==> src/rtl/bahp_pkg.sv <==
// Shared widths, limits, register codes and helpers for the altitude hold block.
`timescale 1ns / 1ps

package bahp_pkg;

  // Field widths
  localparam int ALT_W      = 21;
  localparam int ALT_MAG_W  = ALT_W - 1;
  localparam int SAMPLE_W   = 18;
  localparam int DRIVE_W    = 9;
  localparam int GAIN_W     = 8;
  localparam int INTEG_W    = 16;
  localparam int EI_Q_W     = 24;
  localparam int PTERM_W    = 12;

  // Configuration port
  localparam int CFG_IDX_W  = 2;
  localparam int CFG_DATA_W = ALT_W;

  localparam logic [CFG_IDX_W-1:0] REG_P_GAIN        = 2'd0;
  localparam logic [CFG_IDX_W-1:0] REG_I_GAIN        = 2'd1;
  localparam logic [CFG_IDX_W-1:0] REG_D_GAIN        = 2'd2;
  localparam logic [CFG_IDX_W-1:0] REG_HOLD_ALTITUDE = 2'd3;

  localparam logic [GAIN_W-1:0] P_GAIN_RST = 8'd16;
  localparam logic [GAIN_W-1:0] I_GAIN_RST = 8'd15;
  localparam logic [GAIN_W-1:0] D_GAIN_RST = 8'd7;

  // History window
  localparam int HISTORY_DEPTH_DEF = 40;

  // Limits and fixed divisors
  localparam int ALT_LIMIT   = 1000000;
  localparam int PD_LIMIT    = 150;
  localparam int INTEG_LIMIT = 30000;
  localparam int DEADBAND    = 10;
  localparam int SAMPLE_DIV  = 10;
  localparam int P_DIV       = 100;
  localparam int I_DIV       = 50;
  localparam int SHARE_DIV   = 500;

  localparam logic signed [ALT_W-1:0] ALT_POS = ALT_W'(ALT_LIMIT);
  localparam logic signed [ALT_W-1:0] ALT_NEG = ALT_W'(-ALT_LIMIT);

  // Width of a half-window sum; the newest half is the larger one
  function automatic int sum_w(input int depth);
    return SAMPLE_W + $clog2(depth - depth / 2);
  endfunction

endpackage

==> src/rtl/bahp_cdiv.sv <==
// Unsigned divide by a fixed divisor through a reciprocal multiply.
`timescale 1ns / 1ps

module bahp_cdiv #(
  parameter int MAG_W   = bahp_pkg::ALT_MAG_W,
  parameter int DIVISOR = bahp_pkg::SAMPLE_DIV
) (
  input  logic [MAG_W-1:0] mag,
  output logic [MAG_W-1:0] quo
);

  // Reciprocal with enough fraction bits to be exact over the full input range
  localparam int SH = $clog2(DIVISOR);
  localparam int K  = MAG_W + SH;
  localparam int KW = K + 1;
  localparam logic [KW-1:0] POW_K      = {1'b1, {K{1'b0}}};
  localparam logic [KW-1:0] RECIP_FULL = (POW_K + KW'(DIVISOR - 1)) / KW'(DIVISOR);
  localparam logic [MAG_W:0] RECIP     = RECIP_FULL[MAG_W:0];

  logic [2*MAG_W:0] prod;

  // Multiply and drop the fraction
  assign prod = {{(MAG_W + 1){1'b0}}, mag} * {{MAG_W{1'b0}}, RECIP};
  assign quo  = MAG_W'(prod[2*MAG_W:K]);

endmodule

==> config.mk <==
export PLATFORM = sky130hd
export DESIGN_NAME = bahp_cdiv
export DESIGN_NICKNAME = d
export VERILOG_FILES = /design/src/rtl/bahp_pkg.sv /design/src/rtl/bahp_cdiv.sv
export SDC_FILE = /design/constraint.sdc
export NUM_CORES = 1
export LEC_CHECK = 0
export ABC_AREA = 0
export CORE_UTILIZATION = 55
export DETAILED_ROUTE_END_ITERATION = 12
export DONT_BUFFER_PORTS = 1
export PLACE_DENSITY = 0.7
export SYNTH_ARGS = -nofsm -noshare
export SYNTH_HDL_FRONTEND = slang
export SYNTH_SLANG_ARGS = --single-unit
==> constraint.sdc <==
create_clock -name vclk -period 7.35
set_input_delay 0.3675 -clock vclk [all_inputs]
set_output_delay 0.3675 -clock vclk [all_outputs]
set_load 0.05 [all_outputs]
# After elaboration in Yosys (flattened, before gate mapping)
# Index checks and enable logic that the tools add are counted.
# Widths: inputs -> output; s select.
# totals
output_inout_bits,20
register_bits,0
word_cells,1
input_bits,20
# op_classes
multipliers,1
# ops
cell,count
$mul 20x20->40 const B,1

# Longest topological paths before layout
# depth
ltp_word,1
depth_mapped,22
mapped_depth_nobuf,22

# Worst setup path before layout
# Ideal clock, no wire load.
# synth_timing
kind,input to output
from,in mag[2]
to,out quo[15]
stages,20
slack_ns,1.106
path_buffers,0
t_arrival_ns,5.876
cell_sequence,ha_1 xor2_1 ha_1 or2_2 fa_1 fa_1 fa_1 inv_1 fa_1 inv_1 ha_1 ha_1 nand2_2 nor4_4 o211ai_1 nand4_2 a31oi_4 o31ai_2 o31ai_2 xnor2_1
# synth_between
elab_chain_cells,1
# synth_lines
item,line,text
"start, declared",bahp_cdiv.sv:8,"input logic [MAG_W-1:0] mag,"
$mul 20x20->40,bahp_cdiv.sv:23,"assign prod = {{(MAG_W + 1){1'b0}}, mag} * {{MAG_W{1'b0}}, RECIP};"
"end, declared",bahp_cdiv.sv:9,output logic [MAG_W-1:0] quo
# Every way passes these cells.

# Worst setup path in the final report
# layout_timing
from,in mag[11]
to,out quo[16]
# The elaborated chain is that of the path after synthesis.

==> flow_metrics.tcl <==
set metrics [dict create \
    ys_top_cells_by_area "fa_1, ha_1, inv_1" \
    coreArea_sq_um 12700 \
    yosys_warnings 0 \
    synth_top_area_cell "fa_1" \
    rsz0062_at_grt "no" \
    worstPathMaxFanout 5 \
    drtPass1Iterations 4 \
    vias 4913 \
    min_path_cells 6 \
    grt_max_degree 9 \
    status "complete, no violations" \
    setup_tns_ns 0 \
    period_share 0.861 \
    seqCellArea_sq_um 0 \
    antenna_left 0 \
    seq_cells 0 \
    final_hold_viol_count 0 \
    holdPathEnd "quo[16]" \
    cts_setup_buffers 0 \
    finalSetupViolations 0 \
    drt_drc_violations_left 0 \
    drive_above_1_share 0.0578 \
    cp-end-kind "output port" \
    hpwl_um 15900 \
    grt_pass1_wl_um 28700 \
    cp-startpoint "mag[11]" \
    portBuffers 0 \
    syn_area_sq_um 7250 \
    cts_hold_buffers 0 \
    synthCells 729 \
    grt_usage 0.281 \
    syn_to_final_growth_pct 4.42 \
    start_util 0.570 \
    hold_class "primary input to output port" \
    wirelength_um 17100 \
    overflow 0 \
    critical_path_required_ns 6.98 \
    drtIter0Drc 230 \
    worst-setup-path-type "primary input to output port" \
    antenna_cells 0 \
    num-clock-buffers 0 \
    max_cap_viol_count 0 \
    grt_pass1_vias 5472 \
    slew_headroom 0.266 \
    drv_slew 0 \
    die_y_um 117 \
    max_freq_ghz 0.158 \
    netlist.area_leader.share 0.359 \
    wl_per_cell_um 18.7 \
    synth_cell_types 46 \
    worst_pin_slew_ns 1.09 \
    cts_resized 0 \
    arrival_ns 5.96 \
    die_w_um 117 \
    syn_area_per_cell_sq_um 9.94 \
    synth-seq-area-share 0 \
    fp.dieArea_sq_um 13600 \
    vias_per_cell 5.36 \
    boundaryPins 40 \
    place_congestion 0.969 \
    period_minus_slack_ns 6.33 \
    layout.nets 1100 \
    holdCritStartpoint "mag[19]" \
    antenna_found_initial 0 \
    cp-start-kind "primary input" \
    rows 41 \
]
[Yosys cell counts (3+ instances only)]
library cell / instances
buf_4: 3
a21oi_2: 3
xnor2_1: 17
nand2_1: 10
nand3_1: 4
o211ai_1: 3
nor3_1: 3
fa_1: 130
o21ai_0: 17
a211oi_1: 3
nand2_2: 3
nand4_1: 6
a21o_1: 10
a211oi_2: 4
nor2_1: 14
inv_1: 208
xor2_1: 18
ha_1: 204
and2_1: 10
a21oi_1: 26
[worst max-delay path: stages]
cell,delay [ns]
ha_1,0.39
fa_1,0.50
ha_1,0.29
inv_1,0.05
fa_1,0.50
inv_1,0.06
fa_1,0.46
fa_1,0.52
inv_1,0.06
fa_1,0.52
inv_1,0.10
ha_1,0.38
nand3_1,0.15
a211oi_2,0.23
o21ai_1,0.13
a2111oi_4,0.45
o21ai_2,0.12
a21oi_2,0.18
nor2_1,0.10
a211oi_2,0.18
buf_4,0.22
[kinds of logic after synthesis]
kind of cell / Yosys count / synth area share
compound gates: 85 / 0.0860
xor+xnor: 35 / 0.0423
fa+ha+maj: 334 / 0.711
buf+inv: 211 / 0.111
other cells: 1 / 0.000517
simple gates: 63 / 0.0490
[metal layers]
layer  share of wire  track usage  vias up
met4           0.016       0.0422        0
met1            0.46        0.401     2390
met5               0            0        -
met3           0.074       0.0649       22
li1                -            -     2352
met2            0.45        0.445      149
[cell usage in the layout (no fill, tap or decap), types with 3 or more instances in the layout]
cell type and instances:
a211oi_1 3, a211oi_2 4, a21o_1 10, a21oi_1 26
a21oi_2 3, and2_1 10, buf_4 16, conb_1 3
fa_1 130, ha_1 204, inv_1 208, nand2_1 10
nand2_2 3, nand3_1 4, nand4_1 6, nor2_1 14
nor3_1 3, o211ai_1 3, o21ai_0 17, xnor2_1 17
xor2_1 18
[worst max path at each step]
stage / cells past startpoint / to
5_1_grt: 21 / quo[8]
3_3_place_gp: 19 / quo[15]
2_1_floorplan: 20 / quo[15]
3_5_place_dp: 21 / quo[16]
4_1_cts: 21 / quo[16]
6_report: 21 / quo[16]
[layout make-up]
type / count / area (sq um)
Tap cell: 172 / 215
Multi-Input combinational cell: 520 / 6450
Timing Repair Buffer: 16 / 120
Inverter: 208 / 781
Fill cell: 1155 / 5150
[through the flow]
step | area [sq um] | instances | hold slack [ns] | setup WS [ns] | utilization
after floorplan | 7250 | 731 | 1.48 | 1.11 | -
after global placement | 7570 | 916 | 1.63 | 1.15 | 0.595
after detailed placement | 7570 | 916 | 1.63 | 1.07 | 0.595
after CTS | 7570 | 916 | 1.64 | 1.06 | 0.595
after global routing | 7570 | 916 | 1.79 | 0.738 | 0.595
final | 7570 | 916 | 1.63 | 1.02 | 0.595
Power is left out: the tool's default activity adds up to more than one toggle a clock period on the data nets, which glitch-free logic cannot reach.
