--- src/rtl/bahp_pkg.sv ---
// Shared widths, limits, register codes and helpers for the altitude hold block.
`timescale 1ns / 1ps

package bahp_pkg;

  // Field widths
  localparam int ALT_W      = 21;
  localparam int ALT_MAG_W  = ALT_W - 1;
  localparam int SAMPLE_W   = 18;
  localparam int DRIVE_W    = 9;
  localparam int GAIN_W     = 8;
  localparam int INTEG_W    = 16;
  localparam int EI_Q_W     = 24;
  localparam int PTERM_W    = 12;

  // Configuration port
  localparam int CFG_IDX_W  = 2;
  localparam int CFG_DATA_W = ALT_W;

  localparam logic [CFG_IDX_W-1:0] REG_P_GAIN        = 2'd0;
  localparam logic [CFG_IDX_W-1:0] REG_I_GAIN        = 2'd1;
  localparam logic [CFG_IDX_W-1:0] REG_D_GAIN        = 2'd2;
  localparam logic [CFG_IDX_W-1:0] REG_HOLD_ALTITUDE = 2'd3;

  localparam logic [GAIN_W-1:0] P_GAIN_RST = 8'd16;
  localparam logic [GAIN_W-1:0] I_GAIN_RST = 8'd15;
  localparam logic [GAIN_W-1:0] D_GAIN_RST = 8'd7;

  // History window
  localparam int HISTORY_DEPTH_DEF = 40;

  // Limits and fixed divisors
  localparam int ALT_LIMIT   = 1000000;
  localparam int PD_LIMIT    = 150;
  localparam int INTEG_LIMIT = 30000;
  localparam int DEADBAND    = 10;
  localparam int SAMPLE_DIV  = 10;
  localparam int P_DIV       = 100;
  localparam int I_DIV       = 50;
  localparam int SHARE_DIV   = 500;

  localparam logic signed [ALT_W-1:0] ALT_POS = ALT_W'(ALT_LIMIT);
  localparam logic signed [ALT_W-1:0] ALT_NEG = ALT_W'(-ALT_LIMIT);

  // Width of a half-window sum; the newest half is the larger one
  function automatic int sum_w(input int depth);
    return SAMPLE_W + $clog2(depth - depth / 2);
  endfunction

endpackage

--- src/rtl/bahp_cell.sv ---
// One history cell: holds a sample and passes it to the next cell on a shift.
`timescale 1ns / 1ps

module bahp_cell (
  input  logic                                 clk,
  input  logic                                 rst_n,
  input  logic                                 shift,
  input  logic signed [bahp_pkg::SAMPLE_W-1:0] d_in,
  output logic signed [bahp_pkg::SAMPLE_W-1:0] q
);

  logic signed [bahp_pkg::SAMPLE_W-1:0] q_r;

  // Load the neighbor's sample on a shift
  always_ff @(posedge clk) begin
    if (!rst_n) begin
      q_r <= '0;
    end else if (shift) begin
      q_r <= d_in;
    end
  end

  assign q = q_r;

endmodule

--- src/rtl/bahp_window.sv ---
// Shift line of history cells with running sums over its newest and oldest halves.
`timescale 1ns / 1ps

module bahp_window #(
  parameter int DEPTH = bahp_pkg::HISTORY_DEPTH_DEF
) (
  input  logic                                        clk,
  input  logic                                        rst_n,
  input  logic                                        shift,
  input  logic signed [bahp_pkg::SAMPLE_W-1:0]        sample,
  output logic signed [bahp_pkg::sum_w(DEPTH)-1:0]    newest_sum,
  output logic signed [bahp_pkg::sum_w(DEPTH)-1:0]    oldest_sum
);

  localparam int SUM_W   = bahp_pkg::sum_w(DEPTH);
  localparam int NEW_CNT = DEPTH - DEPTH / 2;

  logic signed [bahp_pkg::SAMPLE_W-1:0] cell_q [DEPTH];
  logic signed [SUM_W-1:0] newest_r, newest_nxt;
  logic signed [SUM_W-1:0] oldest_r, oldest_nxt;

  // Chain the cells: the newest sample enters at the head
  bahp_cell u_cell_head (
    .clk   (clk),
    .rst_n (rst_n),
    .shift (shift),
    .d_in  (sample),
    .q     (cell_q[0])
  );

  for (genvar g = 1; g < DEPTH; g++) begin : g_cell
    bahp_cell u_cell (
      .clk   (clk),
      .rst_n (rst_n),
      .shift (shift),
      .d_in  (cell_q[g-1]),
      .q     (cell_q[g])
    );
  end

  // Move the sample crossing the half boundary and drop the evicted one
  assign newest_nxt = newest_r + SUM_W'(sample) - SUM_W'(cell_q[NEW_CNT-1]);
  assign oldest_nxt = oldest_r + SUM_W'(cell_q[NEW_CNT-1]) - SUM_W'(cell_q[DEPTH-1]);

  always_ff @(posedge clk) begin
    if (!rst_n) begin
      newest_r <= '0;
      oldest_r <= '0;
    end else if (shift) begin
      newest_r <= newest_nxt;
      oldest_r <= oldest_nxt;
    end
  end

  assign newest_sum = newest_r;
  assign oldest_sum = oldest_r;

endmodule

--- config.mk ---
export PLATFORM = sky130hd
export DESIGN_NAME = bahp_window
export DESIGN_NICKNAME = d
export VERILOG_FILES = /design/src/rtl/bahp_pkg.sv /design/src/rtl/bahp_cell.sv /design/src/rtl/bahp_window.sv
export SDC_FILE = /design/constraint.sdc
export NUM_CORES = 2
export LEC_CHECK = 0
export ABC_AREA = 1
export BUFFER_PORTS_ARGS = -buffer_cell sky130_fd_sc_hd__buf_2
export CAP_MARGIN = 25
export CELL_PAD_IN_SITES_DETAIL_PLACEMENT = 0
export CELL_PAD_IN_SITES_GLOBAL_PLACEMENT = 2
export CORE_UTILIZATION = 30
export CTS_CLUSTER_DIAMETER = 60
export DETAILED_ROUTE_END_ITERATION = 8
export GPL_ROUTABILITY_DRIVEN = 1
export HOLD_SLACK_MARGIN = 0.06
export PLACE_DENSITY = 0.79
export SETUP_SLACK_MARGIN = 0.5
export SLEW_MARGIN = 5
export SYNTH_ARGS = -nofsm -noshare
export SYNTH_HDL_FRONTEND = slang
export SYNTH_HIERARCHICAL = 1
export SYNTH_SLANG_ARGS = --single-unit
export TNS_END_PERCENT = 30
--- constraint.sdc ---
create_clock -name clk -period 2.54 [get_ports clk]
set_input_delay 0.381 -clock clk [delete_from_list [all_inputs] [get_ports clk]]
set_output_delay 0.381 -clock clk [all_outputs]
set_load 0.005 [all_outputs]
### Word-level counts from Yosys, hierarchy flattened

Index checks and enable logic that the tools add are counted.

| operators by class | value |
|---|---|
| $add $sub $neg | 4 |

Operators by type and width:

| operator | number |
|---|---|
| 23-bit by 18-bit adder with 23-bit output | 2 |
| 23-bit by 18-bit subtractor with 23-bit output | 2 |

| storage, ports and cells | value |
|---|---|
| output and inout port bits | 46 |
| input bits | 21 |
| word-level logic and storage cells | 46 |
| register bits | 766 |

### Longest topological paths before layout

| depth | value |
|---|---|
| word-level depth | 2 |
| mapped depth | 16 |
| gate-level depth less buffers | 16 |

### By module

Netlist, hierarchy kept.

Modules (own cells, without submodules):

| module | instances | cells each | area an instance (µm²) |
|---|---|---|---|
| bahp_cell | 40 | 114 | 758.2 |
| bahp_window | 1 | 1075 | 6456.2 |

### Worst setup path after synthesis

Ideal clock, no wire load.

| timing path | value |
|---|---|
| path kind | reg2reg |
| start point | register g_cell[19].u_cell.q_r (netlist bit g_cell[19].u_cell/q[17]) |
| end point | register oldest_r[18] (netlist: oldest_sum[18]) |
| cell stages (with the launch flop) | 14 |
| setup time | 0.109 ns |
| path buffers | 0 |
| path slack | 0.167 ns |
| required time | 2.431 ns |
| data arrival time | 2.264 ns |
| cells stage by stage | dfxtp_1 > inv_1 > fa_1 > inv_1 > ha_1 > nand2_1 > nor2_2 > inv_1 > nor3_1 > nand2_1 > nand3_1 > nand3_1 > nand2_1 > inv_1 |

| between the ends | value |
|---|---|
| longest elaborated chain between the ends | 2 |

RTL lines:

| what | RTL line | RTL |
|---|---|---|
| start: declaration | bahp_cell.sv:12 | `logic signed [bahp_pkg::SAMPLE_W-1:0] q_r;` |
| start signal: assignment | bahp_cell.sv:19 | `q_r <= d_in;` |
| 23-bit by 18-bit adder with 23-bit output | bahp_window.sv:43 | `assign oldest_nxt = oldest_r + SUM_W'(cell_q[NEW_CNT-1]) - SUM_W'(cell_q[DEPTH-1]);` |
| 23-bit by 18-bit subtractor with 23-bit output | bahp_window.sv:43 |  |
| end signal: assignment | bahp_window.sv:51 | `oldest_r <= oldest_nxt;` |
| end: declaration | bahp_window.sv:20 | `logic signed [SUM_W-1:0] oldest_r, oldest_nxt;` |

Every way passes these cells.
A chain may end at the register's enable or synchronous reset.

### Final worst setup path

| timing path | value |
|---|---|
| start point | register g_cell[19].u_cell.q_r (netlist bit g_cell[19].u_cell/q[9]) |
| end point | register newest_r[20] (netlist: newest_sum[20]) |

| between the ends | value |
|---|---|
| longest elaborated chain between the ends | 1 |

RTL lines:

| what | RTL line | RTL |
|---|---|---|
| 23-bit by 18-bit subtractor with 23-bit output | bahp_window.sv:42 | `assign newest_nxt = newest_r + SUM_W'(sample) - SUM_W'(cell_q[NEW_CNT-1]);` |
| end signal: assignment | bahp_window.sv:50 | `newest_r <= newest_nxt;` |
| end: declaration | bahp_window.sv:19 | `logic signed [SUM_W-1:0] newest_r, newest_nxt;` |

Every way passes these cells.

==> run metrics <==
HP Start=sample[1]; Most used DFF post-synth=dfxtp_1; GP Congestion=0.808; Worst Setup End Kind=flip-flop; critical path peak fanout=4; Final nets=5,853; # DRC=0; fin crit share=0.914; crit path from=g_cell[19].u_cell/q[9]$_SDFFE_PN0P_; final hold vios=0; CP required=3.12 ns; input/output buffers=66; sequential fraction of the synthesis area=0.417; # IOs=67; Most common cell on crit path=nand2_1; layout cells sized above 1=0.121; wl on met1=42,300 um; first-pass GRT wire length=136,000 um; Clock Pin Slew Worst Setup and Hold Paths=0.06 ns; unrepaired setup endpoints after global routing=yes; Slew Limit Headroom=0.522; total number of H-tree levels=3; # rows=128; crit-path cells=buf_4, fa_1, inv_2, ha_4, nand2_1, nand2_1, buf_4, a21oi_4, nand2_1, nand2_1, nand3_2, nand2_1, nand3_1, nand2_1, inv_1; slowest cell on the critical path=fa_1; status=completed; Synth cell types=32; Yosys warnings=6; initial DRC count=1,389; met2 WL=34,200 um; Remaining Overflow, GRT=0; synth-to-layout area growth=17.2%; fillers=13,500; die height=352 um; Avg Inst Size Synth=6.53 um^2; initial antenna violation count=2; wire length per cell=10.8 um; max_cap viols=0; synthesized flop and latch total=766; Setup Skew=0.0313 ns; WS Path Type=reg2reg; syn nets=5,747; dominant cell type by area after synthesis=dfxtp_1; asr flop ratio synth=0; number of flops mapped to enable cells by yosys=0; core area=122,000 um^2; Peak Freq=0.431 GHz; most common cell in the synthesized netlist=nand2_1; arrival time worst endpoint=2.90 ns; CTS root buf=clkbuf_16; GRT Overall Usage=0.131; Via density=3.91; Post-synth top cells=1,728 x nand2_1, 1,496 x nor2_1, 1,061 x inv_1; synthesized instance count=5,635; clk_lat worst skew=0.67 ns; post-synth top area share=0.417; main area contributors after synthesis=dfxtp_1 42%, nand2_1 18%, nor2_1 15%, inv_1 11%, buf_6 4.9%; Via Count=29,100; CTS tree=done; Power Density=897 nW/um^2; post-layout util=0.354; initial cell density of the core=0.302; DRT antenna net count=0; synthesized area=36,800 um^2; detailed placement HPWL=53,500 um; vias in the first global route=27,200; full die area=124,000 um^2; Tmin final=2.32 ns; fin. max-slew vios=0; Hold Path Class=in2reg; largest net degree at the start of global routing=146; drt pass-1 iters=4; Tot Pwr=38,700 uW; Leak=0.0218 uW; highest routed layer=met5; Die W=352 um; clk sinks=766; CTS Buf Count=98; deepest clock path buffer count=3; Worst setup SP type=flip-flop; WL final=80,600 um; met3 WL post-DR=2220 um; endpoints failing setup=0; diodes inserted=0; worst-margin pin slew=0.716 ns; R2R Path Start=g_cell[19].u_cell/q[9]$_SDFFE_PN0P_; CP max stage delay=0.50 ns; Max IR drop VDD=0.000637 V
[flip-flops by register name, summed over array words and instances (netlist names)]
name / flops
newest_sum: 23
oldest_sum: 23
u_cell_head/q: 18
g_cell.u_cell/q: 702
[worst paths after layout]
kind,end,slack [ns],depth (start not counted)
worst min register to register,g_cell[17].u_cell/q[7]$_SDFFE_PN0P_,0.47,2
worst max-delay path,newest_sum[20]$_SDFFE_PN0P_,0.22,15
worst max register to register,newest_sum[20]$_SDFFE_PN0P_,0.22,15
worst min-delay path,u_cell_head/q[1]$_SDFFE_PN0P_,0.13,5
[final cells by class]
type | count | area, um^2 | area share
multi-input cells | 3544 | 16000 | 0.372
inverters | 1071 | 4040 | 0.0937
well taps | 1625 | 2030 | 0.0472
clock inverters | 44 | 488 | 0.0113
flip-flops and latches | 766 | 15400 | 0.357
clock buffers | 138 | 2860 | 0.0662
repair buffers | 260 | 2250 | 0.0523
[where the power goes]
part	switching [uW]	internal, uW
Combinational	6430	4690
Sequential	496	13000
Clock	5660	8410
Total	12600	26100
[worst max-delay path: cells and delay by family (launching register included)]
family          cells  cell delay, ns
compound gates      1            0.16
buf+inv             4            0.40
simple gates        8            0.58
fa+ha+maj           2            0.75
flops               1            0.36
[per-stage QoR]
step                      TNS (ns)  setup slack, ns  hold slack (ns)  cells  cell area [um^2]
after floorplan                  0            0.423            0.449   5635             37300
after global placement     -0.0724          -0.0614            0.456   7230             38700
after detailed placement    -0.107          -0.0639            0.462   7230             38700
after CTS                        0            0.228           0.0644   7438             42800
after global routing             0           0.0890           0.0977   7448             43100
final                            0            0.219            0.127   7448             43100
[what timing repair did]
item                       CTS  global route
setup buffers               10            10
setup endpoints to repair   41            42
resized for setup          173            65
hold buffers                16             0
pin swaps                   46            35
cloned                       0             0
hold endpoints to repair    37             0
[logic make-up after synthesis]
logic type,synth area share
simple gates,0.348
buf+inv,0.177
flops,0.417
fa+ha+maj,0.0399
compound gates,0.0132
xor+xnor,0.00500
[per-layer routing]
metal	GRT usage	vias to the layer above
li1	-	16200
met1	0.183	12600
met2	0.205	198
met3	0.0218	120
met4	0.0389	2
met5	0	-
[cells in the final DEF (no fill, tap or decap), types with 19 or more instances in the layout]
master / n
a21oi_1: 49
buf_12: 28
buf_2: 64
buf_4: 135
clkbuf_16: 100
clkbuf_8: 21
clkinv_2: 20
dfxtp_1: 737
dfxtp_2: 19
fa_1: 42
ha_4: 40
inv_1: 1014
inv_2: 50
nand2_1: 1662
nand2_2: 61
nand2_4: 21
nand3_1: 43
nand3_2: 22
nor2_1: 1474
nor2_2: 25
o21ai_0: 20
No activity file was read; power rests on OpenSTA's default activity.
